### config.mk
export PLATFORM = sky130hd
export DESIGN_NAME = binary_delta_patch_decoder_unit
export DESIGN_NICKNAME = d
export VERILOG_FILES = /design/src/sv/bdpd_pkg.sv /design/src/sv/binary_delta_patch_decoder_unit.sv /design/src/sv/bdpd_front.sv /design/src/sv/bdpd_cmd_fifo.sv /design/src/sv/bdpd_back.sv
export VERILOG_INCLUDE_DIRS = /design/src /design/src/sv
export SDC_FILE = /design/constraint.sdc
export NUM_CORES = 1
export LEC_CHECK = 0
export BUFFER_PORTS_ARGS = -buffer_cell sky130_fd_sc_hd__buf_2
export CAP_MARGIN = 15
export CORE_MARGIN = 5
export CORE_UTILIZATION = 41
export DETAILED_ROUTE_END_ITERATION = 16
export PLACE_DENSITY_LB_ADDON = 0.05
export SLEW_MARGIN = 20
export SYNTH_ARGS = -nofsm -noshare
export SYNTH_HDL_FRONTEND = slang
export SYNTH_SLANG_ARGS = --single-unit
### constraint.sdc
create_clock -name clk -period 7.2 [get_ports clk]
set_input_delay 1.44 -clock clk [delete_from_list [all_inputs] [get_ports clk]]
set_output_delay 1.44 -clock clk [all_outputs]
set_load 0.005 [all_outputs]
### src/sv/assert_macros.svh
// Assertion macros used by the delta patch decoder back end.
`ifndef ASSERT_MACROS_SVH
`define ASSERT_MACROS_SVH

// Condition must hold at every clock edge out of reset.
`define BDPD_ASSERT(lbl, clk_s, rstn_s, cond) \
  lbl: assert property (@(posedge clk_s) disable iff (!rstn_s) (cond)) \
    else $error("bdpd assertion failed");

// Consequent must hold in the cycle after the antecedent.
`define BDPD_ASSERT_NEXT(lbl, clk_s, rstn_s, ante, cons) \
  lbl: assert property (@(posedge clk_s) disable iff (!rstn_s) (ante) |=> (cons)) \
    else $error("bdpd assertion failed");

`endif

### src/sv/bdpd_pkg.sv
// Types, constants and helpers for the delta patch decoder.
`timescale 1ns / 1ps

package bdpd_pkg;

  localparam logic [7:0] ESC_BYTE = 8'hA7;
  localparam logic [7:0] OP_MOD   = 8'hA6;
  localparam logic [7:0] OP_INS   = 8'hA5;
  localparam logic [7:0] OP_DEL   = 8'hA4;
  localparam logic [7:0] OP_EQL   = 8'hA3;
  localparam logic [7:0] OP_BKT   = 8'hA2;

  // Count lead byte codes
  localparam logic [7:0] LEAD_ADD  = 8'd252;
  localparam logic [7:0] LEAD_TWO  = 8'd253;
  localparam logic [7:0] LEAD_FOUR = 8'd254;

  localparam logic [63:0] ADD_BASE = 64'd253;

  localparam logic [3:0] LEFT_NONE  = 4'd0;
  localparam logic [3:0] LEFT_ONE   = 4'd1;
  localparam logic [3:0] LEFT_TWO   = 4'd2;
  localparam logic [3:0] LEFT_FOUR  = 4'd4;
  localparam logic [3:0] LEFT_EIGHT = 4'd8;

  localparam logic signed [63:0] SKIP_MAX = 64'sh7FFF_FFFF_FFFF_FFFF;
  localparam logic signed [63:0] SKIP_MIN = 64'sh8000_0000_0000_0000;

  localparam int CMD_FIFO_DEPTH = 2;
  localparam int CMD_PTR_W      = $clog2(CMD_FIFO_DEPTH);
  localparam int CMD_CNT_W      = $clog2(CMD_FIFO_DEPTH + 1);

  typedef enum logic [2:0] {
    MODE_NONE, MODE_MOD, MODE_INS, MODE_DEL, MODE_EQL, MODE_BKT
  } mode_t;

  typedef enum logic [1:0] {
    ACT_LIT, ACT_SEEK, ACT_COPY, ACT_ERR
  } action_t;

  typedef enum logic [1:0] {
    FORM_LEAD, FORM_BYTES, FORM_ADD
  } len_form_t;

  typedef enum logic [2:0] {
    CMD_LIT1, CMD_LIT2, CMD_DEL, CMD_EQL, CMD_BKT, CMD_ERR
  } cmd_op_t;

  typedef struct packed {
    cmd_op_t            op;
    logic [7:0]         data;
    logic               modify;
    logic signed [63:0] count;
  } cmd_t;

  function automatic logic signed [63:0] sat_add(input logic signed [63:0] a,
                                                 input logic signed [63:0] b);
    logic signed [63:0] s;
    s = a + b;
    if ((a[63] == b[63]) && (s[63] != a[63])) begin
      return a[63] ? SKIP_MIN : SKIP_MAX;
    end
    return s;
  endfunction

  function automatic logic signed [63:0] sat_sub(input logic signed [63:0] a,
                                                 input logic signed [63:0] b);
    logic signed [63:0] d;
    d = a - b;
    if ((a[63] != b[63]) && (d[63] != a[63])) begin
      return a[63] ? SKIP_MIN : SKIP_MAX;
    end
    return d;
  endfunction

endpackage

### src/sv/binary_delta_patch_decoder_unit.sv
// Top level of the delta patch decoder: front end, command queue, back end.
// A taken beat goes into the command queue, then the back end loads the result register.
// Throughput: one patch beat per cycle while the two-entry queue is not full; a beat with
// two results holds the back end for both; the single result register takes one at a time.
// Reset (rst_n, synchronous, active low): mode none, no escape, no count, skip zero,
// error halt cleared, queue empty, no result valid, wide lengths enabled.
`timescale 1ns / 1ps

module binary_delta_patch_decoder_unit import bdpd_pkg::*; (
  input  logic               clk,
  input  logic               rst_n,
  input  logic               in_valid,
  output logic               in_ready,
  input  logic [7:0]         in_patch_byte,
  output logic               out_valid,
  input  logic               out_ready,
  output logic [1:0]         out_action,
  output logic [7:0]         out_data_byte,
  output logic signed [63:0] out_amount,
  output logic               out_last,
  input  logic               cfg_valid,
  output logic               cfg_ready,
  input  logic               cfg_wide_lengths_enable
);

  // Commands from the front end: one per patch beat that yields results.
  logic push;
  cmd_t push_cmd;
  logic fifo_full;

  // Queue head as seen by the back end.
  logic head_valid;
  cmd_t head;
  logic pop;

  // Front: escape decoding, mode, count assembly and the sticky error halt.
  bdpd_front u_front (
    .clk                     (clk),
    .rst_n                   (rst_n),
    .in_valid                (in_valid),
    .in_ready                (in_ready),
    .in_patch_byte           (in_patch_byte),
    .cfg_valid               (cfg_valid),
    .cfg_ready               (cfg_ready),
    .cfg_wide_lengths_enable (cfg_wide_lengths_enable),
    .push                    (push),
    .push_cmd                (push_cmd),
    .fifo_full               (fifo_full)
  );

  // Queue lets the front keep taking beats while results wait downstream.
  bdpd_cmd_fifo u_cmd_fifo (
    .clk        (clk),
    .rst_n      (rst_n),
    .push       (push),
    .push_cmd   (push_cmd),
    .full       (fifo_full),
    .pop        (pop),
    .head_valid (head_valid),
    .head       (head)
  );

  // Back: pending skip, saturating seek arithmetic and the result register.
  bdpd_back u_back (
    .clk           (clk),
    .rst_n         (rst_n),
    .head_valid    (head_valid),
    .head          (head),
    .pop           (pop),
    .out_valid     (out_valid),
    .out_ready     (out_ready),
    .out_action    (out_action),
    .out_data_byte (out_data_byte),
    .out_amount    (out_amount),
    .out_last      (out_last)
  );

endmodule

### src/sv/bdpd_front.sv
// Front end: takes patch bytes, tracks escapes and counts, issues commands.
`timescale 1ns / 1ps

module bdpd_front import bdpd_pkg::*; (
  input  logic       clk,
  input  logic       rst_n,
  input  logic       in_valid,
  output logic       in_ready,
  input  logic [7:0] in_patch_byte,
  input  logic       cfg_valid,
  output logic       cfg_ready,
  input  logic       cfg_wide_lengths_enable,
  output logic       push,
  output cmd_t       push_cmd,
  input  logic       fifo_full
);

  mode_t       mode_r, mode_nxt;
  logic        esc_r, esc_nxt;
  logic [3:0]  left_r, left_nxt;
  len_form_t   form_r, form_nxt;
  logic [63:0] acc_r, acc_nxt;
  logic        halted_r, halted_nxt;
  logic        wide_r;

  logic        accept;
  logic        emit_ok;
  logic        is_mod;
  cmd_op_t     fin_op;
  logic [63:0] shifted;

  assign in_ready  = !fifo_full;
  assign cfg_ready = 1'b1;
  assign accept    = in_valid && in_ready;
  assign emit_ok   = (mode_r == MODE_MOD) || (mode_r == MODE_INS);
  assign is_mod    = (mode_r == MODE_MOD);
  assign shifted   = {acc_r[55:0], in_patch_byte};

  always_comb begin
    case (mode_r)
      MODE_DEL: fin_op = CMD_DEL;
      MODE_BKT: fin_op = CMD_BKT;
      default:  fin_op = CMD_EQL;
    endcase
  end

  always_ff @(posedge clk) begin
    if (!rst_n) begin
      wide_r <= 1'b1;
    end else if (cfg_valid) begin
      wide_r <= cfg_wide_lengths_enable;
    end
  end

  always_ff @(posedge clk) begin
    if (!rst_n) begin
      mode_r   <= MODE_NONE;
      esc_r    <= 1'b0;
      left_r   <= LEFT_NONE;
      form_r   <= FORM_LEAD;
      acc_r    <= '0;
      halted_r <= 1'b0;
    end else begin
      mode_r   <= mode_nxt;
      esc_r    <= esc_nxt;
      left_r   <= left_nxt;
      form_r   <= form_nxt;
      acc_r    <= acc_nxt;
      halted_r <= halted_nxt;
    end
  end

  always_comb begin
    mode_nxt        = mode_r;
    esc_nxt         = esc_r;
    left_nxt        = left_r;
    form_nxt        = form_r;
    acc_nxt         = acc_r;
    halted_nxt      = halted_r;
    push            = 1'b0;
    push_cmd.op     = CMD_LIT1;
    push_cmd.data   = in_patch_byte;
    push_cmd.modify = is_mod;
    push_cmd.count  = '0;

    if (accept && !halted_r) begin
      if (left_r != LEFT_NONE) begin
        // raw count bytes, no escape handling here
        push_cmd.op = fin_op;
        case (form_r)
          FORM_LEAD: begin
            if (in_patch_byte < LEAD_ADD) begin
              push           = 1'b1;
              push_cmd.count = {56'd0, in_patch_byte} + 64'd1;
              left_nxt       = LEFT_NONE;
            end else if (in_patch_byte == LEAD_ADD) begin
              acc_nxt  = ADD_BASE;
              form_nxt = FORM_ADD;
              left_nxt = LEFT_ONE;
            end else if (in_patch_byte == LEAD_TWO) begin
              acc_nxt  = '0;
              form_nxt = FORM_BYTES;
              left_nxt = LEFT_TWO;
            end else if (in_patch_byte == LEAD_FOUR) begin
              acc_nxt  = '0;
              form_nxt = FORM_BYTES;
              left_nxt = LEFT_FOUR;
            end else if (wide_r) begin
              acc_nxt  = '0;
              form_nxt = FORM_BYTES;
              left_nxt = LEFT_EIGHT;
            end else begin
              push        = 1'b1;
              push_cmd.op = CMD_ERR;
              halted_nxt  = 1'b1;
              left_nxt    = LEFT_NONE;
              form_nxt    = FORM_LEAD;
            end
          end
          FORM_ADD: begin
            push           = 1'b1;
            push_cmd.count = acc_r + {56'd0, in_patch_byte};
            left_nxt       = LEFT_NONE;
            form_nxt       = FORM_LEAD;
          end
          FORM_BYTES: begin
            acc_nxt  = shifted;
            left_nxt = left_r - LEFT_ONE;
            if (left_r == LEFT_ONE) begin
              push           = 1'b1;
              push_cmd.count = shifted;
              form_nxt       = FORM_LEAD;
            end
          end
          default: begin
            left_nxt = LEFT_NONE;
            form_nxt = FORM_LEAD;
          end
        endcase
      end else if (esc_r) begin
        esc_nxt = 1'b0;
        case (in_patch_byte)
          OP_MOD: mode_nxt = MODE_MOD;
          OP_INS: mode_nxt = MODE_INS;
          OP_DEL, OP_EQL, OP_BKT: begin
            if (in_patch_byte == OP_DEL) begin
              mode_nxt = MODE_DEL;
            end else if (in_patch_byte == OP_EQL) begin
              mode_nxt = MODE_EQL;
            end else begin
              mode_nxt = MODE_BKT;
            end
            left_nxt = LEFT_ONE;
            form_nxt = FORM_LEAD;
            acc_nxt  = '0;
          end
          ESC_BYTE: push = emit_ok;
          default: begin
            push        = emit_ok;
            push_cmd.op = CMD_LIT2;
          end
        endcase
      end else if (in_patch_byte == ESC_BYTE) begin
        esc_nxt = 1'b1;
      end else begin
        push = emit_ok;
      end
    end
  end

endmodule

### src/sv/bdpd_cmd_fifo.sv
// Short command queue between front and back ends.
`timescale 1ns / 1ps

module bdpd_cmd_fifo import bdpd_pkg::*; (
  input  logic clk,
  input  logic rst_n,
  input  logic push,
  input  cmd_t push_cmd,
  output logic full,
  input  logic pop,
  output logic head_valid,
  output cmd_t head
);

  cmd_t                 mem_r [CMD_FIFO_DEPTH];
  logic [CMD_PTR_W-1:0] wr_ptr_r, rd_ptr_r;
  logic [CMD_CNT_W-1:0] count_r;

  assign full       = (count_r == CMD_CNT_W'(CMD_FIFO_DEPTH));
  assign head_valid = (count_r != '0);
  assign head       = mem_r[rd_ptr_r];

  always_ff @(posedge clk) begin
    if (push) begin
      mem_r[wr_ptr_r] <= push_cmd;
    end
  end

  always_ff @(posedge clk) begin
    if (!rst_n) begin
      wr_ptr_r <= '0;
      rd_ptr_r <= '0;
      count_r  <= '0;
    end else begin
      if (push) begin
        wr_ptr_r <= (wr_ptr_r == CMD_PTR_W'(CMD_FIFO_DEPTH - 1)) ? '0 : wr_ptr_r + 1'b1;
      end
      if (pop) begin
        rd_ptr_r <= (rd_ptr_r == CMD_PTR_W'(CMD_FIFO_DEPTH - 1)) ? '0 : rd_ptr_r + 1'b1;
      end
      if (push && !pop) begin
        count_r <= count_r + 1'b1;
      end else if (pop && !push) begin
        count_r <= count_r - 1'b1;
      end
    end
  end

endmodule

### src/sv/bdpd_back.sv
// Back end: runs commands against the pending skip, drives the result register.
`timescale 1ns / 1ps
`include "assert_macros.svh"

module bdpd_back import bdpd_pkg::*; (
  input  logic               clk,
  input  logic               rst_n,
  input  logic               head_valid,
  input  cmd_t               head,
  output logic               pop,
  output logic               out_valid,
  input  logic               out_ready,
  output logic [1:0]         out_action,
  output logic [7:0]         out_data_byte,
  output logic signed [63:0] out_amount,
  output logic               out_last
);

  logic signed [63:0] ps_r, ps_nxt;
  logic               phase_r, phase_nxt;
  logic               out_valid_r, out_valid_nxt;
  action_t            act_r;
  logic [7:0]         data_r;
  logic signed [63:0] amt_r;
  logic               last_r;

  logic               load_en;
  logic               emit;
  action_t            r_act;
  logic [7:0]         r_data;
  logic signed [63:0] r_amt;
  logic               r_last;
  logic signed [63:0] ps_inc;
  logic               copy_need;
  logic               fin_pop;

  assign load_en   = !out_valid_r || out_ready;
  assign ps_inc    = (ps_r == SKIP_MAX) ? ps_r : ps_r + 64'sd1;
  assign copy_need = !head.count[63] && (head.count != '0);
  assign fin_pop   = pop && (head.op inside {CMD_DEL, CMD_BKT, CMD_EQL});

  always_comb begin
    ps_nxt    = ps_r;
    phase_nxt = phase_r;
    pop       = 1'b0;
    emit      = 1'b0;
    r_act     = ACT_LIT;
    r_data    = '0;
    r_amt     = '0;
    r_last    = 1'b1;
    if (head_valid && load_en) begin
      case (head.op)
        CMD_LIT1: begin
          emit   = 1'b1;
          r_data = head.data;
          pop    = 1'b1;
          if (head.modify) ps_nxt = ps_inc;
        end
        CMD_LIT2: begin
          emit = 1'b1;
          if (head.modify) ps_nxt = ps_inc;
          if (!phase_r) begin
            r_data    = ESC_BYTE;
            r_last    = 1'b0;
            phase_nxt = 1'b1;
          end else begin
            r_data    = head.data;
            phase_nxt = 1'b0;
            pop       = 1'b1;
          end
        end
        CMD_DEL: begin
          emit   = 1'b1;
          r_act  = ACT_SEEK;
          r_amt  = sat_add(head.count, ps_r);
          ps_nxt = '0;
          pop    = 1'b1;
        end
        CMD_BKT: begin
          emit   = 1'b1;
          r_act  = ACT_SEEK;
          r_amt  = sat_sub(ps_r, head.count);
          ps_nxt = '0;
          pop    = 1'b1;
        end
        CMD_EQL: begin
          // seek first if a skip is pending; the copy, if any, follows as the next result
          if (ps_r != '0) begin
            emit   = 1'b1;
            r_act  = ACT_SEEK;
            r_amt  = ps_r;
            r_last = !copy_need;
            ps_nxt = '0;
            pop    = !copy_need;
          end else begin
            emit  = copy_need;
            r_act = ACT_COPY;
            r_amt = head.count;
            pop   = 1'b1;
          end
        end
        CMD_ERR: begin
          emit  = 1'b1;
          r_act = ACT_ERR;
          pop   = 1'b1;
        end
        default: pop = 1'b1;
      endcase
    end

    if (emit) begin
      out_valid_nxt = 1'b1;
    end else if (out_ready) begin
      out_valid_nxt = 1'b0;
    end else begin
      out_valid_nxt = out_valid_r;
    end
  end

  always_ff @(posedge clk) begin
    if (!rst_n) begin
      ps_r        <= '0;
      phase_r     <= 1'b0;
      out_valid_r <= 1'b0;
    end else begin
      ps_r        <= ps_nxt;
      phase_r     <= phase_nxt;
      out_valid_r <= out_valid_nxt;
    end
  end

  always_ff @(posedge clk) begin
    if (emit) begin
      act_r  <= r_act;
      data_r <= r_data;
      amt_r  <= r_amt;
      last_r <= r_last;
    end
  end

  assign out_valid     = out_valid_r;
  assign out_action    = act_r;
  assign out_data_byte = data_r;
  assign out_amount    = amt_r;
  assign out_last      = last_r;

  `BDPD_ASSERT(a_phase_on_lit2, clk, rst_n, !phase_r || (head_valid && head.op == CMD_LIT2))
  `BDPD_ASSERT(a_skip_nonneg, clk, rst_n, !ps_r[63])
  `BDPD_ASSERT_NEXT(a_finish_clears_skip, clk, rst_n, fin_pop, ps_r == '0)

endmodule
# Word-level counts from Yosys, hierarchy flattened
# Memories as Yosys holds them, arrays and structs flattened. A register that Yosys moved wholly into a read port is not among the register bits.
# Cells that the tools add are included.
totals:
  inputBits: 14
  reg_bits: 221
  memories: 1
  ramBits: 152
  word_cells: 213
  output_inout_bits: 78
classes:
  mux: 101
  n_eq_ne: 34
  add_sub_neg: 10
  magnitude_cmp: 1
  n_bitwise: 6
  reduce_logical: 43
memory_table:
  columns: ["name", "depth", "word_bits", "rd", "rd_clocked_by_memory_dff", "write_ports", "line", "source"]
  rows:
  - ["u_cmd_fifo.mem_r", 2, 76, 1, 1, 1, "bdpd_cmd_fifo.sv:15", "cmd_t mem_r [CMD_FIFO_DEPTH];"]
op_table:
  columns: ["operator", "count"]
  rows:
  - ["$mux 64", 22]
  - ["$pmux 64 s3", 3]
  - ["$pmux 64 s2", 1]
  - ["$reduce_bool 64->1", 2]
  - ["$eq 8x8->1 const B", 9]
  - ["$add 64x2->64 const B", 1]
  - ["$add 64x64->64", 1]
  - ["$add 64x8->64", 1]
  - ["$eq 64x64->1 const B", 1]
  - ["$sub 64x64->64", 1]
  - ["$mux 1", 36]
  - ["$mux 4", 8]
  - ["$mux 3", 10]
  - ["$mux 2", 11]
  - ["$pmux 8 s2", 1]
  - ["$eq 3x2->1 const B", 4]
  - ["$reduce_and 5->1", 2]
  - ["$reduce_bool 2->1", 5]
  - ["$reduce_or 5->1", 2]
  - ["$add 8x1->9 const B", 1]
  - ["$eq 3x3->1 const B", 3]
  - ["$ne 3x3->1 const B", 3]
  - ["$pmux 3 s3", 1]
  - ["$logic_and 1x1->1", 8]
  - ["36 further kinds", 58]

# Logic depth before layout (Yosys ltp)
logic_depth:
  depth_word: 12
  depth_mapped: 26
  depth_no_buf: 20

# By module
# From an unflattened synthesis, not the netlist that was laid out.
hier_totals:
  hier_cells: 3218
  area_unflattened_um2: 27333.7
modules_own_cells:
  columns: ["mod", "cells_per_inst", "seq_area_each_um2", "instances", "area_per_inst_um2"]
  rows:
  - ["bdpd_back", 2114, 3573.4, 1, 15371.0]
  - ["bdpd_front", 846, 1521.5, 1, 6105.9]
  - ["bdpd_cmd_fifo", 258, 4664.5, 1, 5856.9]

# Worst setup path after synthesis
# OpenSTA, ideal clock, no wires.
synth_timing:
  path_kind: "input port to flip-flop"
  startpoint: "input in_patch_byte[1]"
  endpoint: "memory u_cmd_fifo.mem_r[0][0] (netlist name) (enable)"
  arrival_ps: 6311
  cell_stages: 8
  n_path_buf: 0
  path_slack_ps: 370
  required_time_ps: 6681
  cell_sequence: "inv_1 -> ha_1 -> or3_1 -> a31o_2 -> nand2_1 -> o21ai_0 -> o41ai_1 -> nor2b_1"
synth_via:
  elab_chain_cells: 10
  word_cells_on_any_way: 23
  cone_classes: "order compare: 1; eq/ne: 9; mux: 12; reduce/logical: 1"
synth_rtl:
  columns: ["item", "line", "source"]
  rows:
  - ["start, declared", "binary_delta_patch_decoder_unit.sv:14", "input logic [7:0] in_patch_byte,"]
  - ["$eq 8x8->1", "bdpd_front.sv:104", "end else if (in_patch_byte == LEAD_FOUR) begin"]
  - ["$mux 1", "bdpd_front.sv:104", null]
  - ["$mux 1", "bdpd_front.sv:100", "end else if (in_patch_byte == LEAD_TWO) begin"]
  - ["$mux 1", "bdpd_front.sv:96", "end else if (in_patch_byte == LEAD_ADD) begin"]
  - ["$mux 1", "bdpd_front.sv:92", "if (in_patch_byte < LEAD_ADD) begin"]
  - ["$pmux 1 s3", "bdpd_front.sv:90", "case (form_r)"]
  - ["$mux 1 *", "bdpd_front.sv:87", "if (left_r != LEFT_NONE) begin"]
  - ["$mux 1 *", "bdpd_front.sv:86", "if (accept && !halted_r) begin"]
  - ["via push", "binary_delta_patch_decoder_unit.sv:27", "logic push;"]
  - ["$mux 1 *", "bdpd_cmd_fifo.sv:24", "if (push) begin"]
  - ["$mux 1 (not written as such) *", "bdpd_cmd_fifo.sv:25", "mem_r[wr_ptr_r] <= push_cmd;"]
  - ["end, declared", "bdpd_cmd_fifo.sv:15", null]
# Mark *: on every way through the listed nets, which the timed path passes. The rest lies on a longest branch.

==> results.md <==
* Root buffer cell: clkbuf_16
* Clk pwr share at 0.321
* Setup Crit Path Kind: reg2reg
* Congestion Overflow GR at 0
* Die Width at 266 um
* DR pass1 iterations at 6
* Status: finished clean
* Crit start category: flop
* Finished Cell Area at between 30000 and 40000 um2
* Pwr dens at ~260 nW/um2
* Main synth FF type: edfxtp_1
* Gr usage total at 0.277
* Synth-to-layout area growth at 11.8%
* Worst Setup End Kind: flop
* Antenna Violating Nets Remaining at 0
* DPL Wire Length at 78.3 mm
* RSZ-0062 raised after global routing: false
* Most Frequent Cell on Critical Path: buf_4
* Top-count cell post-synth: nor2_1
* Slew HR at 0.250
* Diode count at 0
* Max-cap viol count at 0
* Fmax at between 100 and 150 MHz
* Int Pwr at between 4 and 5 mW
* Final Hold Viols at 0
* Final period util at 0.928
* Crit path arrival time at slightly above 7 ns
* Worst-path cell chain: buf_4 > mux2i_1 > ha_1 > a2111oi_2 > o21ai_0 > a21o_1 > a211oi_1 > o21ai_1 > a31oi_2 > o311ai_0 > a21oi_1 > nor2_1 > a211oi_1 > fa_1 > nand3_1 > and3_1 > buf_4 > buf_4 > o21ai_0 > a31oi_1
* Final Wtd Congestion at just under 1
* Vias in the first global route at roughly 24000
* Htree depth at 2
* Post-synthesis register bit count at 374
* Psw at between 3 and 4 mW
* Finish-stage setup viols at 0
* Top cells by instance count after synthesis: 311 x nor2_1, 276 x nand2_1, 270 x o21ai_0, 241 x a21oi_1, 227 x edfxtp_1
* Die area at 70900 um2
* Worst slew pin tran at roughly 1.1 ns
* Max stage delay cell, worst path: dfxtp_4
* Unique masters post-synth at 100
* Clock skew at 0.0225 ns
* Port Buffers at 90
* Cell taking the most area after synthesis: edfxtp_1
* Synth Cell Area at 26900 um2
* Syn Area/Cell at between 8 and 9 um2
* Post-synth top area share at 0.253
* # nets final at approximately 3400
* CTS Sinks at 374
* FF-to-FF path depth at 20
* Clock transition at path regs at roughly 0.06 ns
* CP max FO at 25
* TritonCTS Buffers at 46
* Async set-reset flop share out of synthesis at 0
* Tmin final at between 6 and 7 ns
* Maximum clock path buffer count at 3
* DR WL/cell at 24.7 um
* Sw frac at 0.386
* CTS tree: done
* Combinational share of power at 0.365
* Yosys warns at 0
* Hold_buf cts at 0
* Final wirelength at 102 mm
* Synthesized Nets at between 3000 and 4000
* Seq/Total Area, Yosys at 0.362
* Vias at 24767
* VDD IR max at roughly 0.00018 V
* CP required at around 7.6 ns
* Number of synthesized flops with an enable pin at roughly 230
* Routed vias/inst at between 5 and 6
* DR DRC count at 0
* Largest net degree at the start of global routing at between 80 and 90
* Critical Path Max Stage Delay at 0.55 ns
* Setup TNS at 0 ns
* HP Class: reg2reg
* Hold Path Depth at 1
* Top post-synthesis cells by area: edfxtp_1 25%, dfxtp_1 11%, ha_1 6.7%, xnor2_1 5.1%, o21ai_0 5.0%
* Die height at about 270 um
* Placed Instance Area at between 20000 and 30000 um2
* 1st-iter DRT viols at approximately 2200
* First-pass GRT wire length at between 150 and 200 mm
* Post-Syn Instances at around 3200
* Reg power frac at 0.315
* Initial antenna violation count at 1
* Row count at 94
* Core Region at about 66000 um2
* Slew Limit Fails at 0
* Worst-Skew Late Latency at approximately 0.60 ns
* Layout fillers at around 6500
* Proportion of layout cells with a drive suffix above 1 at 0.103
* Ports at between 90 and 100
* Starting Density at 0.411
* Leakage power figure at 10.7 nW
==> power groups by stage <==
stage / clock network (mW) / logic [mW] / registers [mW]
after CTS: 2.56 / 2.81 / 2.46
after global placement: 0 / 2.80 / 2.51
after global routing: 2.66 / 3.05 / 2.47
final: 2.51 / 2.86 / 2.46
after detailed placement: 0 / 2.80 / 2.51
after floorplan: 0 / 1.77 / 2.49
==> layer usage <==
layer,track usage,wire [um]
met5,0,9
met4,0.102,4140
met3,0.0299,6040
met2,0.448,46400
met1,0.386,45600
==> placed cells by master, fill, tap and decap left out, types with 69 or more instances in the layout <==
master    instances
buf_4            84
buf_2            90
o21ai_0         270
ha_1            144
nand2_1         275
dfxtp_1         146
xor2_1           81
inv_1           149
xnor2_1         156
edfxtp_1        227
mux2i_1          72
a21boi_0         69
nor2_1          308
a21oi_1         241
nand3_1         136
==> flip-flops by register name, indices dropped and copies added, names as in the netlist, 3 cells and up, named ones only <==
register,count
u_front.mode_r,3
u_back.ps_r,64
u_cmd_fifo.mem_r,152
u_back.out_amount,64
u_back.out_data_byte,8
u_front.left_r,4
u_front.acc_r,64
==> per-stage QoR <==
step	worst slack [ns]	cells	hold WS (ns)	util	power [mW]
floorplan	0.370	3187	0.446	-	4.27
global placement	0.616	4047	0.457	0.434	5.31
detailed placement	0.422	4047	0.472	0.434	5.31
CTS	0.371	4133	0.484	0.459	7.84
global route	0.200	4135	0.520	0.460	8.18
finish	0.520	4135	0.478	0.460	7.83
==> what timing repair did <==
action	in CTS	in global routing
setup buffers	0	0
endpoints found under the hold margin	0	0
resized for setup	0	1
endpoints found under the setup margin	0	1
==> worst max-delay path, delay by kind of cell (launching register included) <==
kind | cells | cell delay (ns)
AO/OA/AOI/OAI | 11 | 3.15
adder cells (fa/ha/maj) | 2 | 0.91
buffers and inverters | 3 | 0.96
flip-flops | 1 | 0.55
multiplexers | 1 | 0.40
AND/OR/NAND/NOR | 3 | 0.45
==> cell type report <==
cell class	instances	area [um2]	share of cell area
Sequential cell	374	9760	0.324
Inverter	155	582	0.0193
Clock buffer	61	1340	0.0445
Timing Repair Buffer	178	1150	0.0383
Clock inverter	25	322	0.0107
Tap cell	864	1080	0.0359
Multi-Input combinational cell	2478	15900	0.527
==> worst paths after layout <==
path,from,end,slack [ns]
setup / recovery,flop,u_back.out_amount[34],0.52
hold / removal,u_front.halted_r,u_front.halted_r,0.48
setup reg to reg,flop,u_back.out_amount[34],0.52
hold reg to reg,u_front.halted_r,u_front.halted_r,0.48
==> cell families after synthesis <==
| logic type | synth area share |
|---|---|
| other | 0.000139 |
| flip-flops | 0.362 |
| adder cells (fa/ha/maj) | 0.0699 |
| buffers and inverters | 0.0512 |
| multiplexers | 0.0326 |
| AO/OA/AOI/OAI | 0.209 |
| XOR/XNOR | 0.0771 |
| AND/OR/NAND/NOR | 0.198 |
No activity file was read; power rests on OpenSTA's default activity.
